**src/rtl/core/epoch_seconds_to_calendar_macros.svh**
```systemverilog
// Assertion helpers shared by the calendar converter RTL.
`ifndef EPOCH_SECONDS_TO_CALENDAR_MACROS_SVH
`define EPOCH_SECONDS_TO_CALENDAR_MACROS_SVH

// Same-cycle implication, disabled while reset is asserted.
`define ECAL_ASSERT_SAME(label, clk, rstn, ante, cons) \
    label: assert property (@(posedge clk) disable iff (!(rstn)) (ante) |-> (cons)) \
        else $error("ecal assertion failed");

// Next-cycle implication, disabled while reset is asserted.
`define ECAL_ASSERT_NEXT(label, clk, rstn, ante, cons) \
    label: assert property (@(posedge clk) disable iff (!(rstn)) (ante) |=> (cons)) \
        else $error("ecal assertion failed");

`endif

```
**src/rtl/core/ecal_pkg.sv**
```systemverilog
`default_nettype none

package ecal_pkg;

    // Time constants in seconds
    localparam logic [31:0] SECS_PER_MIN   = 32'd60;
    localparam logic [31:0] SECS_PER_HOUR  = 32'd3600;
    localparam logic [31:0] SECS_PER_DAY   = 32'd86400;
    localparam logic [31:0] SECS_YEAR      = 32'd31536000;   // 365 days
    localparam logic [31:0] SECS_LEAP_YEAR = 32'd31622400;   // 366 days

    localparam logic [11:0] EPOCH_YEAR    = 12'd1970;
    localparam logic [2:0]  EPOCH_WEEKDAY = 3'd4;            // Thursday
    localparam logic [3:0]  LAST_MONTH    = 4'd12;
    localparam logic [11:0] SKIP_LEAP_YEAR = 12'd2100;       // century, not by 400

    // Microcode program counter
    typedef enum logic [2:0] {
        STEP_WAIT,
        STEP_YEAR,
        STEP_MONTH,
        STEP_DAY,
        STEP_HOUR,
        STEP_MIN,
        STEP_EMIT
    } step_t;

    typedef enum logic [1:0] {
        OP_WAIT,   // take a new transaction
        OP_SUB,    // subtract unit while it fits, else jump
        OP_EMIT    // hand the result to the output register
    } op_t;

    typedef enum logic [2:0] {
        UNIT_YEAR,
        UNIT_MONTH,
        UNIT_DAY,
        UNIT_HOUR,
        UNIT_MIN
    } unit_t;

    typedef struct packed {
        op_t   op;
        unit_t unit;
        step_t next;
    } ctrl_t;

    // Program ROM
    function automatic ctrl_t ecal_rom(input step_t step);
        ctrl_t w;
        unique case (step)
            STEP_WAIT:  w = '{op: OP_WAIT, unit: UNIT_YEAR,  next: STEP_YEAR};
            STEP_YEAR:  w = '{op: OP_SUB,  unit: UNIT_YEAR,  next: STEP_MONTH};
            STEP_MONTH: w = '{op: OP_SUB,  unit: UNIT_MONTH, next: STEP_DAY};
            STEP_DAY:   w = '{op: OP_SUB,  unit: UNIT_DAY,   next: STEP_HOUR};
            STEP_HOUR:  w = '{op: OP_SUB,  unit: UNIT_HOUR,  next: STEP_MIN};
            STEP_MIN:   w = '{op: OP_SUB,  unit: UNIT_MIN,   next: STEP_EMIT};
            STEP_EMIT:  w = '{op: OP_EMIT, unit: UNIT_YEAR,  next: STEP_WAIT};
            default:    w = '{op: OP_WAIT, unit: UNIT_YEAR,  next: STEP_WAIT};
        endcase
        return w;
    endfunction

    // Leap rule over 1970..2106: only the year 2100 breaks the divide-by-4 rule
    function automatic logic ecal_is_leap(input logic [11:0] y);
        return (y[1:0] == 2'b00) && (y != SKIP_LEAP_YEAR);
    endfunction

    // Days in a month, 1 = January
    function automatic logic [4:0] ecal_month_days(input logic leap, input logic [3:0] m);
        logic [4:0] d;
        case (m)
            4'd2:                      d = leap ? 5'd29 : 5'd28;
            4'd4, 4'd6, 4'd9, 4'd11:   d = 5'd30;
            default:                   d = 5'd31;
        endcase
        return d;
    endfunction

    // Month length in seconds; anything else never fits so the loop stops
    function automatic logic [31:0] ecal_days_secs(input logic [4:0] d);
        logic [31:0] s;
        case (d)
            5'd28:   s = 32'd2419200;
            5'd29:   s = 32'd2505600;
            5'd30:   s = 32'd2592000;
            5'd31:   s = 32'd2678400;
            default: s = 32'hFFFF_FFFF;
        endcase
        return s;
    endfunction

endpackage

`default_nettype wire

```
**src/rtl/core/epoch_seconds_to_calendar.sv**
```systemverilog
// Sequence: an input transaction is taken in the wait step; whole years,
//   months, days, hours and minutes are then peeled off by subtraction.
// Flow: one conversion at a time; the subtract loop of the sequencer sets the
//   rate, and the emit step holds while the output register is full and not
//   taken. A finished result may wait in the output register while the next
//   input is taken.
// Reset: synchronous active-low aresetn returns the sequencer to wait and
//   drops m_valid.
`default_nettype none
`include "epoch_seconds_to_calendar_macros.svh"

module epoch_seconds_to_calendar
    import ecal_pkg::*;
(
    input  wire logic        aclk,
    input  wire logic        aresetn,
    input  wire logic        s_valid,
    output logic             s_ready,
    input  wire logic [31:0] s_epoch_seconds,
    output logic             m_valid,
    input  wire logic        m_ready,
    output logic [11:0]      m_year,
    output logic [3:0]       m_month,
    output logic [4:0]       m_day,
    output logic [4:0]       m_hour,
    output logic [5:0]       m_minute,
    output logic [5:0]       m_second,
    output logic [2:0]       m_weekday
);

    step_t       step_reg, step_next;
    logic [31:0] rem_reg, rem_next;
    logic [11:0] year_reg, year_next;
    logic [3:0]  month_reg, month_next;
    logic [4:0]  day_reg, day_next;
    logic [4:0]  hour_reg, hour_next;
    logic [5:0]  min_reg, min_next;
    logic [2:0]  wd_reg, wd_next;

    logic        out_valid_reg, out_valid_next;
    logic [11:0] out_year_reg, out_year_next;
    logic [3:0]  out_month_reg, out_month_next;
    logic [4:0]  out_day_reg, out_day_next;
    logic [4:0]  out_hour_reg, out_hour_next;
    logic [5:0]  out_min_reg, out_min_next;
    logic [5:0]  out_sec_reg, out_sec_next;
    logic [2:0]  out_wd_reg, out_wd_next;

    ctrl_t       ctrl;
    logic        leap;
    logic [4:0]  mdays;
    logic [31:0] unit_secs;
    logic [1:0]  wd_adv;
    logic        fits;
    logic [31:0] diff;
    logic [3:0]  wd_sum;
    logic [2:0]  wd_step;

    // Control word and unit selection
    always_comb begin
        ctrl  = ecal_rom(step_reg);
        leap  = ecal_is_leap(year_reg);
        mdays = ecal_month_days(leap, month_reg);
        unique case (ctrl.unit)
            UNIT_YEAR: begin
                unit_secs = leap ? SECS_LEAP_YEAR : SECS_YEAR;
                wd_adv    = leap ? 2'd2 : 2'd1;
            end
            UNIT_MONTH: begin
                unit_secs = ecal_days_secs(mdays);
                wd_adv    = 2'(mdays - 5'd28);
            end
            UNIT_DAY: begin
                unit_secs = SECS_PER_DAY;
                wd_adv    = 2'd1;
            end
            UNIT_HOUR: begin
                unit_secs = SECS_PER_HOUR;
                wd_adv    = 2'd0;
            end
            default: begin
                unit_secs = SECS_PER_MIN;
                wd_adv    = 2'd0;
            end
        endcase
        fits    = (rem_reg >= unit_secs);
        diff    = rem_reg - unit_secs;
        wd_sum  = {1'b0, wd_reg} + {2'b00, wd_adv};
        wd_step = (wd_sum > 4'd7) ? 3'(wd_sum - 4'd7) : wd_sum[2:0];
    end

    assign s_ready = (ctrl.op == OP_WAIT);

    // Sequencer and datapath next state
    always_comb begin
        step_next      = step_reg;
        rem_next       = rem_reg;
        year_next      = year_reg;
        month_next     = month_reg;
        day_next       = day_reg;
        hour_next      = hour_reg;
        min_next       = min_reg;
        wd_next        = wd_reg;
        out_valid_next = out_valid_reg && !m_ready;
        out_year_next  = out_year_reg;
        out_month_next = out_month_reg;
        out_day_next   = out_day_reg;
        out_hour_next  = out_hour_reg;
        out_min_next   = out_min_reg;
        out_sec_next   = out_sec_reg;
        out_wd_next    = out_wd_reg;

        unique case (ctrl.op)
            OP_WAIT: begin
                if (s_valid) begin
                    rem_next   = s_epoch_seconds;
                    year_next  = EPOCH_YEAR;
                    month_next = 4'd1;
                    day_next   = 5'd1;
                    hour_next  = 5'd0;
                    min_next   = 6'd0;
                    wd_next    = EPOCH_WEEKDAY;
                    step_next  = ctrl.next;
                end
            end
            OP_SUB: begin
                if (fits) begin
                    rem_next = diff;
                    wd_next  = wd_step;
                    unique case (ctrl.unit)
                        UNIT_YEAR:  year_next  = year_reg + 12'd1;
                        UNIT_MONTH: month_next = month_reg + 4'd1;
                        UNIT_DAY:   day_next   = day_reg + 5'd1;
                        UNIT_HOUR:  hour_next  = hour_reg + 5'd1;
                        default:    min_next   = min_reg + 6'd1;
                    endcase
                end else begin
                    step_next = ctrl.next;
                end
            end
            default: begin
                // emit once the output register is free
                if (!out_valid_reg || m_ready) begin
                    out_valid_next = 1'b1;
                    out_year_next  = year_reg;
                    out_month_next = month_reg;
                    out_day_next   = day_reg;
                    out_hour_next  = hour_reg;
                    out_min_next   = min_reg;
                    out_sec_next   = rem_reg[5:0];
                    out_wd_next    = wd_reg;
                    step_next      = ctrl.next;
                end
            end
        endcase
    end

    // Control registers
    always_ff @(posedge aclk) begin
        if (!aresetn) begin
            step_reg      <= STEP_WAIT;
            out_valid_reg <= 1'b0;
        end else begin
            step_reg      <= step_next;
            out_valid_reg <= out_valid_next;
        end
    end

    // Payload registers
    always_ff @(posedge aclk) begin
        rem_reg       <= rem_next;
        year_reg      <= year_next;
        month_reg     <= month_next;
        day_reg       <= day_next;
        hour_reg      <= hour_next;
        min_reg       <= min_next;
        wd_reg        <= wd_next;
        out_year_reg  <= out_year_next;
        out_month_reg <= out_month_next;
        out_day_reg   <= out_day_next;
        out_hour_reg  <= out_hour_next;
        out_min_reg   <= out_min_next;
        out_sec_reg   <= out_sec_next;
        out_wd_reg    <= out_wd_next;
    end

    assign m_valid   = out_valid_reg;
    assign m_year    = out_year_reg;
    assign m_month   = out_month_reg;
    assign m_day     = out_day_reg;
    assign m_hour    = out_hour_reg;
    assign m_minute  = out_min_reg;
    assign m_second  = out_sec_reg;
    assign m_weekday = out_wd_reg;

    // Checks
    `ECAL_ASSERT_NEXT(a_start_year, aclk, aresetn, s_valid && s_ready, step_reg == STEP_YEAR)
    `ECAL_ASSERT_SAME(a_month_bound, aclk, aresetn, step_reg == STEP_MONTH, month_reg <= LAST_MONTH)
    `ECAL_ASSERT_SAME(a_sec_left, aclk, aresetn, step_reg == STEP_EMIT, rem_reg < SECS_PER_MIN)
    `ECAL_ASSERT_SAME(a_out_nonzero, aclk, aresetn, m_valid, (m_month != 4'd0) && (m_day != 5'd0) && (m_weekday != 3'd0))

endmodule

`default_nettype wire

```
**config.mk**
```make
export PLATFORM = sky130hd
export DESIGN_NAME = epoch_seconds_to_calendar
export DESIGN_NICKNAME = d
export VERILOG_FILES = /design/src/rtl/core/ecal_pkg.sv /design/src/rtl/core/epoch_seconds_to_calendar.sv
export VERILOG_INCLUDE_DIRS = /design/src /design/src/rtl/core
export SDC_FILE = /design/constraint.sdc
export NUM_CORES = 1
export LEC_CHECK = 0
export BUFFER_PORTS_ARGS = -buffer_cell sky130_fd_sc_hd__buf_4
export CAP_MARGIN = 10
export CORE_AREA = 4 4 113 115
export DETAILED_ROUTE_END_ITERATION = 10
export DIE_AREA = 0 0 117 119
export GPL_ROUTABILITY_DRIVEN = 0
export HOLD_SLACK_MARGIN = 0.15
export PLACE_DENSITY = 0.8
export SYNTH_ARGS = -nofsm -noshare
export SYNTH_HDL_FRONTEND = slang
export SYNTH_SLANG_ARGS = --single-unit
```
**constraint.sdc**
```tcl
create_clock -name aclk -period 7.8 [get_ports aclk]
set_input_delay 1.95 -clock aclk [delete_from_list [all_inputs] [get_ports aclk]]
set_output_delay 1.95 -clock aclk [all_outputs]
set_load 0.01 [all_outputs]
```
* Word-level counts from Yosys, hierarchy flattened
Cells that the tools add are included. Widths: inputs -> output; s select.
Storage, ports and cells: output and inout port bits 43, flip-flop bits (word level) 112, logic and storage cells 119, input port bits 36
Cells by class: muxes and demuxes 41, reductions and logical operators 22, bitwise gates (word level) 1, $add $sub $neg 9, magnitude comparators 2, eq/ne operators 28
Operators with widths (number):
- $pmux 32 s4 | 2
- $mux 32 | 2
- $pmux 32 s2 | 1
- $pmux 8 s7 | 1
- $mux 12 | 3
- $ge 32x32->1 | 1
- $sub 32x32->32 | 1
- $mux 5 | 6
- $pmux 12 s2 | 1
- $eq 5x5->1 const B | 4
- $pmux 5 s2 | 2
- $reduce_and 4->1 | 5
- $mux 18 | 1
- $mux 3 | 6
- $mux 6 | 3
- $add 12x1->12 const B | 1
- $eq 3x2->1 const B | 4
- $mux 4 | 3
- $ne 12x12->1 const B | 1
- $pmux 3 s2 | 2
- $pmux 6 s2 | 1
- $add 5x1->5 const B | 2
- $eq 3x3->1 const B | 3
- $eq 4x3->1 const B | 2
- other kinds (29) | 45

* Depth between registers and ports, before layout
Gate-level depths: netlist of the first run.
depth after elaboration 11, gate-level depth with buffers 20, mapped depth without buffers 20

* Worst setup path after synthesis of the first run
No wires, ideal clock.
kind register to register, start register year_reg[9], end register rem_reg[0] (enable), cell stages (with the launch flop) 18, setup slack 1.150 ns, path buffers 0, data arrival time 6.179 ns, required time 7.329 ns, library setup time 0.471 ns, period minus slack after synthesis 6.650 ns, cell sequence edfxtp_1 -> or4_1 -> o31ai_1 -> nand2_1 -> nand2_1 -> o21ai_0 -> ha_1 -> or3_1 -> a21oi_1 -> nor2_1 -> ha_1 -> o211ai_2 -> or2_2 -> a21o_1 -> a31oi_1 -> o21ai_0 -> a22o_1 -> nor3_1
Between the ends: longest elaborated chain between the ends 10, elaborated cells between the ends (all ways) 14, those cells by class order compare (1); eq/ne (6); mux (5); reduce/logical (2)
RTL lines:
- from (decl) | RTL line epoch_seconds_to_calendar.sv:33 | logic [11:0] year_reg, year_next;
- from (signal assigned) | RTL line epoch_seconds_to_calendar.sv:172 | year_reg <= year_next;
- $ne 12x12->1 * | RTL line ecal_pkg.sv:66 | return (y[1:0] == 2'b00) && (y != SKIP_LEAP_YEAR);
- $logic_and 1x1->1 * | RTL line ecal_pkg.sv:66
- $mux 1 | RTL line ecal_pkg.sv:73 | 4'd2: d = leap ? 5'd29 : 5'd28;
- $pmux 2 s2 | RTL line ecal_pkg.sv:72 | case (m)
- $eq 5x5->1 | RTL line ecal_pkg.sv:83 | case (d)
- $pmux 32 s4 | RTL line ecal_pkg.sv:83
- $pmux 32 s4 * | RTL line epoch_seconds_to_calendar.sv:64 | unique case (ctrl.unit)
- $ge 32x32->1 * | RTL line epoch_seconds_to_calendar.sv:86 | fits = (rem_reg >= unit_secs);
- $ne 2x2->1 (no line) *
- $reduce_and 3->1 (no line) *
- to (signal assigned) | RTL line epoch_seconds_to_calendar.sv:171 | rem_reg <= rem_next;
- to (decl) | RTL line epoch_seconds_to_calendar.sv:32 | logic [31:0] rem_reg, rem_next;
Mark *: on every way between the ends. The rest lies on a longest branch, timed or not. A chain may end at the register's enable or synchronous reset.

* Final worst setup path of the first run
start register year_reg[6], end register year_reg[7] (enable)
Between the ends: longest elaborated chain between the ends 10, elaborated cells between the ends (all ways) 14, those cells by class order compare (1); eq/ne (6); mux (5); reduce/logical (2)
RTL lines (RTL line):
- $ne 12x12->1 * | ecal_pkg.sv:66
- $logic_and 1x1->1 * | ecal_pkg.sv:66
- $mux 1 | ecal_pkg.sv:73
- $pmux 2 s2 | ecal_pkg.sv:72
- $eq 5x5->1 | ecal_pkg.sv:83
- $pmux 32 s4 | ecal_pkg.sv:83
- $pmux 32 s4 * | epoch_seconds_to_calendar.sv:64
- $ge 32x32->1 * | epoch_seconds_to_calendar.sv:86
- $ne 2x2->1 (no line) *
- $reduce_and 4->1 (no line) *
Marked as above.

==> results of run 1 <==
[report_power, final]
| group | leakage, uW | internal (uW) | switching, uW |
|---|---|---|---|
| combinational | 0.00197 | 793 | 1310 |
| clock | 0.000133 | 221 | 222 |
| sequential | 0.00103 | 1010 | 143 |
| total | 0.00314 | 2020 | 1680 |
[layout by cell type (no fill, tap or decap), types with 9 or more instances in the layout]
master and count:
ha_1 51, xor2_1 22, nor3_1 11, a21oi_1 39
inv_1 21, nor2_1 62, nand3_1 22, nand2_1 78
conb_1 12, buf_4 83, nand4_1 14, clkbuf_16 9
edfxtp_1 108, a21o_1 16, xnor2_1 23, o21ai_0 55
[worst paths after layout]
check	cells after the start	slack (ns)	endpoint	from
worst min register to register	0	0.47	m_second[4]$_DFFE_PP_	rem_reg[4]$_DFFE_PP_
worst max register to register	17	2.33	year_reg[7]$_SDFFCE_PN1P_	year_reg[6]$_SDFFCE_PN0P_
worst max-delay path	17	2.33	year_reg[7]$_SDFFCE_PN1P_	year_reg[6]$_SDFFCE_PN0P_
worst min-delay path	0	0.47	m_second[4]$_DFFE_PP_	rem_reg[4]$_DFFE_PP_
[critical path: cells and delay by family (launching register included)]
kind | cells | cell delay, ns
fa+ha+maj | 2 | 0.67
flops | 1 | 0.44
compound gates | 9 | 2.58
simple gates | 6 | 1.41
[synth_stat cells, types with 5 or more instances]
| cell | n | share of area |
|---|---|---|
| a31oi_1 | 5 | 0.0046 |
| o31ai_1 | 5 | 0.0055 |
| o21a_1 | 6 | 0.0066 |
| o21ai_0 | 55 | 0.040 |
| xnor2_1 | 23 | 0.029 |
| clkbuf_1 | 19 | 0.010 |
| inv_1 | 21 | 0.011 |
| xor2_1 | 22 | 0.028 |
| ha_1 | 51 | 0.093 |
| nand2_1 | 79 | 0.043 |
| a211oi_1 | 7 | 0.0077 |
| nor3_1 | 12 | 0.0087 |
| nand2b_1 | 7 | 0.0064 |
| nor2_1 | 62 | 0.034 |
| and3_1 | 8 | 0.0073 |
| o21bai_1 | 5 | 0.0055 |
| edfxtp_1 | 108 | 0.47 |
| nand4_1 | 14 | 0.013 |
| nand3_1 | 22 | 0.016 |
| a21oi_1 | 40 | 0.029 |
| a21o_1 | 16 | 0.017 |
[layer usage]
layer | global-route usage | share of wire | vias to the layer above
met1 | 0.293 | 0.44 | 2527
met5 | 0 | 0 | -
met4 | 0.0989 | 0.031 | 0
li1 | - | - | 2597
met2 | 0.344 | 0.47 | 170
met3 | 0.0407 | 0.061 | 35
[layout make-up]
class,count,area (sq um)
Multi-Input combinational cell,516,3370
Clock buffer,10,229
Inverter,21,78.8
Tap cell,147,184
Sequential cell,112,3320
Fill cell,933,3960
Clock inverter,6,48.8
Timing Repair Buffer,83,623
[cells by family after synthesis]
group           share of synthesized area
simple gates                        0.160
compound gates                      0.161
flops                               0.484
fa+ha+maj                          0.0987
buf+inv                            0.0337
xor+xnor                           0.0574
mux                               0.00437
other cells                       0.00109
[metrics by stage]
stage,power [uW],setup slack (ns)
2_1_floorplan,2750,1.15
3_3_place_gp,3140,2.56
3_5_place_dp,3230,2.38
4_1_cts,3690,2.36
5_1_grt,3990,1.94
6_report,3700,2.33
==> flow_metrics.tcl, run 1 <==
set metrics [dict create \
    clk_latency_ns 0.36 \
    grt-ovfl-total 0 \
    yosysWarnings 0 \
    period_needed_ns 5.47 \
    first_global_vias 5082 \
    grt_start_max_net_pins 88 \
    rsz0062_at_grt "false" \
    synth_edf_count 108 \
    slew_headroom 0.350 \
    synthesis.area_sq_mm 0.00687 \
    cts_buffers 9 \
    start_util 0.581 \
    largest_reg_flops 32 \
    stdcell_count 895 \
    timing.final.hold_violations 0 \
    dieArea_sq_mm 0.0139 \
    track_usage 0.219 \
    grt_pass1_wl_um 24300 \
    tritoncts "done" \
    max_stage_delay_ns 0.79 \
    dieHeight_um 119 \
    core_area_sq_mm 0.0118 \
    crit_arrival_ns 5.46 \
    drtIter0Drc 445 \
    antenna_found_initial 0 \
    syn_to_final_growth_pct 14.4 \
    fin_setup_tns_ns 0 \
    synth_top_flop_cell "edfxtp_1" \
    cp-end-kind "flop" \
    worstPathRequired_ns 7.78 \
    first_pass_iters 5 \
    rows 40 \
    fmax_mhz 183 \
    slew_viol_final 0 \
    routed_wl_um 15000 \
    ys_seq_elements 112 \
    die_x_um 117 \
    ios 79 \
    cts_setup_buffers 0 \
    h-tree-depth 3 \
    syn_inst 665 \
    fin_crit_sh 0.702 \
    cap_viol_max_count 0 \
    worstSetupStartpointType "flop" \
    via_count 5329 \
    synth_cell_types 65 \
    worstSetupPathType "reg -> reg" \
    synth_seq_area_share 0.484 \
    io_buffer_count 78 \
    finalInstanceArea_sq_mm 0.00786 \
    status "finished, final reports clean" \
    async_flop_share 0 \
    avgSynthCellArea_sq_um 10.3 \
    setup_viol 0 \
    cts_sinks 112 \
    drc 0 \
    drive_gt1_frac 0.155 \
    cts-root-buf "clkbuf_16" \
    placed_area_sq_mm 0.00758 \
    place.detailed.hpwl_um 10900 \
    crit_fanout 12 \
    cts_hold_buffers 0 \
    cts_resized 0 \
    clkTransAtPathRegs_ns 0.08 \
    wl_per_cell_um 16.8 \
    worst_pin_slew_ns 0.975 \
    clk_path_buf_depth 2 \
    viasPerCell 5.95 \
    p_per_area_mw_per_mm2 471 \
    worstHoldPathType "reg -> reg" \
    ant_nets 0 \
    fin_nets 832 \
    fin_util 0.665 \
    power_leakage_uw 0.00314 \
    path_cells "or4bb_1 -> o31ai_1 -> nand2_1 -> nand2_1 -> o21ai_0 -> ha_1 -> or3_1 -> a21oi_1 -> nor2_1 -> ha_1 -> o211ai_2 -> or2_2 -> a21o_1 -> a31oi_1 -> o21ai_0 -> a22o_1 -> a211oi_2" \
    max-vdd-ir-drop_mv 0.313 \
    cp_slowest_cell "a211oi_2" \
    worst_clock_skew_ns 0.0121 \
    fin_hold_ws_ns 0.472 \
    n_antenna_cell 0 \
    place_inst 879 \
]
(Power assumes the default switching activity.)
==> run 2, diff against run 1 <==
CORE_AREA = 4 4 118 120   (was 4 4 113 115)
DIE_AREA = 0 0 122 124   (was 0 0 117 119)
PLACE_DENSITY = 0.77   (was 0.8)
clock period = 4.64 ns   (was 7.8 ns; I/O delays follow)
==> flow_metrics.tcl, run 2 (synthesis results as in run 1) <==
set metrics [dict create \
    placed_area_sq_mm 0.00781 \
    rows 42 \
    cts-root-buf "clkbuf_16" \
    h-tree-depth 3 \
    worstHoldStart "rem_reg[0]$_DFFE_PP_" \
    start_util 0.529 \
    path_common_cell "a21oi_2" \
    p_per_area_mw_per_mm2 829 \
    rsz0062_at_grt "true" \
    met1Wirelength_um 6720 \
    fin_setup_tns_ns 0 \
    fin_nets 870 \
    fin_util 0.648 \
    place.detailed.hpwl_um 10700 \
    dr_wl_met3_um 852 \
    fin_hold_ws_ns 0.465 \
    crit_arrival_ns 4.72 \
    tritoncts "done" \
    top_layer "met4" \
    antenna_found_initial 0 \
    worstSetupPathType "reg -> reg" \
    timing.final.hold_violations 0 \
    ios 79 \
    max_stage_delay_ns 0.57 \
    power_leakage_uw 0.00339 \
    wl_per_cell_um 16.2 \
    setup_viol 0 \
    dieArea_sq_mm 0.0151 \
    largest_reg_flops 32 \
    cts_hold_buffers 0 \
    clkTransAtPathRegs_ns 0.08 \
    cap_viol_max_count 0 \
    cts_sinks 112 \
    status "finished, final reports clean" \
    crit_fanout 4 \
    die_x_um 122 \
    fin_crit_sh 0.991 \
    path_cells "or4bb_4 -> o31ai_4 -> nand2_1 -> nand2_2 -> o21ai_4 -> ha_2 -> or3_1 -> a21oi_2 -> nor2_1 -> ha_1 -> o211ai_2 -> or4_4 -> a2111oi_4 -> nor2_2 -> a311oi_4 -> a21oi_2 -> o2111a_1 -> a221o_1" \
    drc 0 \
    clk_latency_ns 0.37 \
    final_cell_mix "buf_4 (116), edfxtp_1 (108), nand2_1 (77)" \
    n_antenna_cell 0 \
    finalInstanceArea_sq_mm 0.00841 \
    viasPerCell 5.66 \
    via_count 5443 \
    fillers 1016 \
    drtIter0Drc 357 \
    syn_to_final_growth_pct 22.5 \
    r2r_start "year_reg[6]$_SDFFCE_PN0P_" \
    grt_start_max_net_pins 87 \
    clk_path_buf_depth 2 \
    io_buffer_count 78 \
    slew_headroom 0.391 \
    slew_viol_final 0 \
    cp-startpoint "year_reg[6]$_SDFFCE_PN0P_" \
    grt_pass1_wl_um 24200 \
    period_needed_ns 4.60 \
    cp_slowest_cell "or4bb_4" \
    worstHoldPathType "reg -> reg" \
    ant_nets 0 \
    track_usage 0.202 \
    worst_pin_slew_ns 0.913 \
    fmax_mhz 217 \
    core_area_sq_mm 0.0130 \
    cp-end-kind "flop" \
    grt-ovfl-total 0 \
    final_common_cell "buf_4" \
    first_global_vias 5044 \
    cts_buffers 9 \
    max-vdd-ir-drop_mv 0.444 \
    first_pass_iters 5 \
    dieHeight_um 124 \
    drive_gt1_frac 0.216 \
    worst_clock_skew_ns 0.0106 \
    worstPathRequired_ns 4.76 \
    worstSetupStartpointType "flop" \
    routed_wl_um 15600 \
    wl_met2_um 7650 \
]
-- run 2: final cells by class --
cell class / count / area (sq um) / area share
Clock buffer: 9 / 225 / 0.0268
Clock inverter: 7 / 100 / 0.0119
Inverter: 21 / 78.8 / 0.00937
Multi-Input combinational cell: 516 / 3480 / 0.414
Sequential cell: 112 / 3320 / 0.395
Tap cell: 176 / 220 / 0.0262
Timing Repair Buffer: 121 / 981 / 0.117
-- run 2: report_power, final --
part           switching, uW  leakage [uW]  internal (uW)
combinational           2420       0.00220           1790
clock                    384      0.000156            480
sequential               210       0.00103           1690
total                   3010       0.00339           3960
-- run 2: final timing paths --
check | cells after the start | slack, ns | to
min reg2reg | 0 | 0.47 | m_second[0]$_DFFE_PP_
max | 18 | 0.04 | rem_reg[30]$_DFFE_PP_
min | 0 | 0.47 | m_second[0]$_DFFE_PP_
max reg2reg | 18 | 0.04 | rem_reg[30]$_DFFE_PP_
-- run 2: layer usage --
| metal | vias to the layer above | GRT usage |
|---|---|---|
| li1 | 2665 | - |
| met1 | 2579 | 0.257 |
| met2 | 174 | 0.348 |
| met3 | 25 | 0.0259 |
| met4 | 0 | 0.0875 |
| met5 | - | 0 |
-- run 2: through the flow --
step	instances	setup WS [ns]	power (uW)
after CTS	947	0.0323	6540
after global placement	930	0.182	5470
after global routing	962	-0.148	7480
after detailed placement	930	0.0498	5630
after floorplan	675	-0.0879	4650
final	962	0.0422	6970
-- run 2: worst max-delay path, delay by kind of cell, from the launching register on --
family | cells | cell delay [ns]
AOI/OAI and AO/OA | 9 | 1.67
adders and majority gates | 2 | 0.49
DFF | 1 | 0.39
and+or+nand+nor | 7 | 1.80
-- run 2: what timing repair did --
item | in CTS | in global routing
cloned | 0 | 3
buffers inserted | 1 | 13
setup endpoints to repair | 1 | 61
resized for setup | 0 | 21
pin swaps | 1 | 7
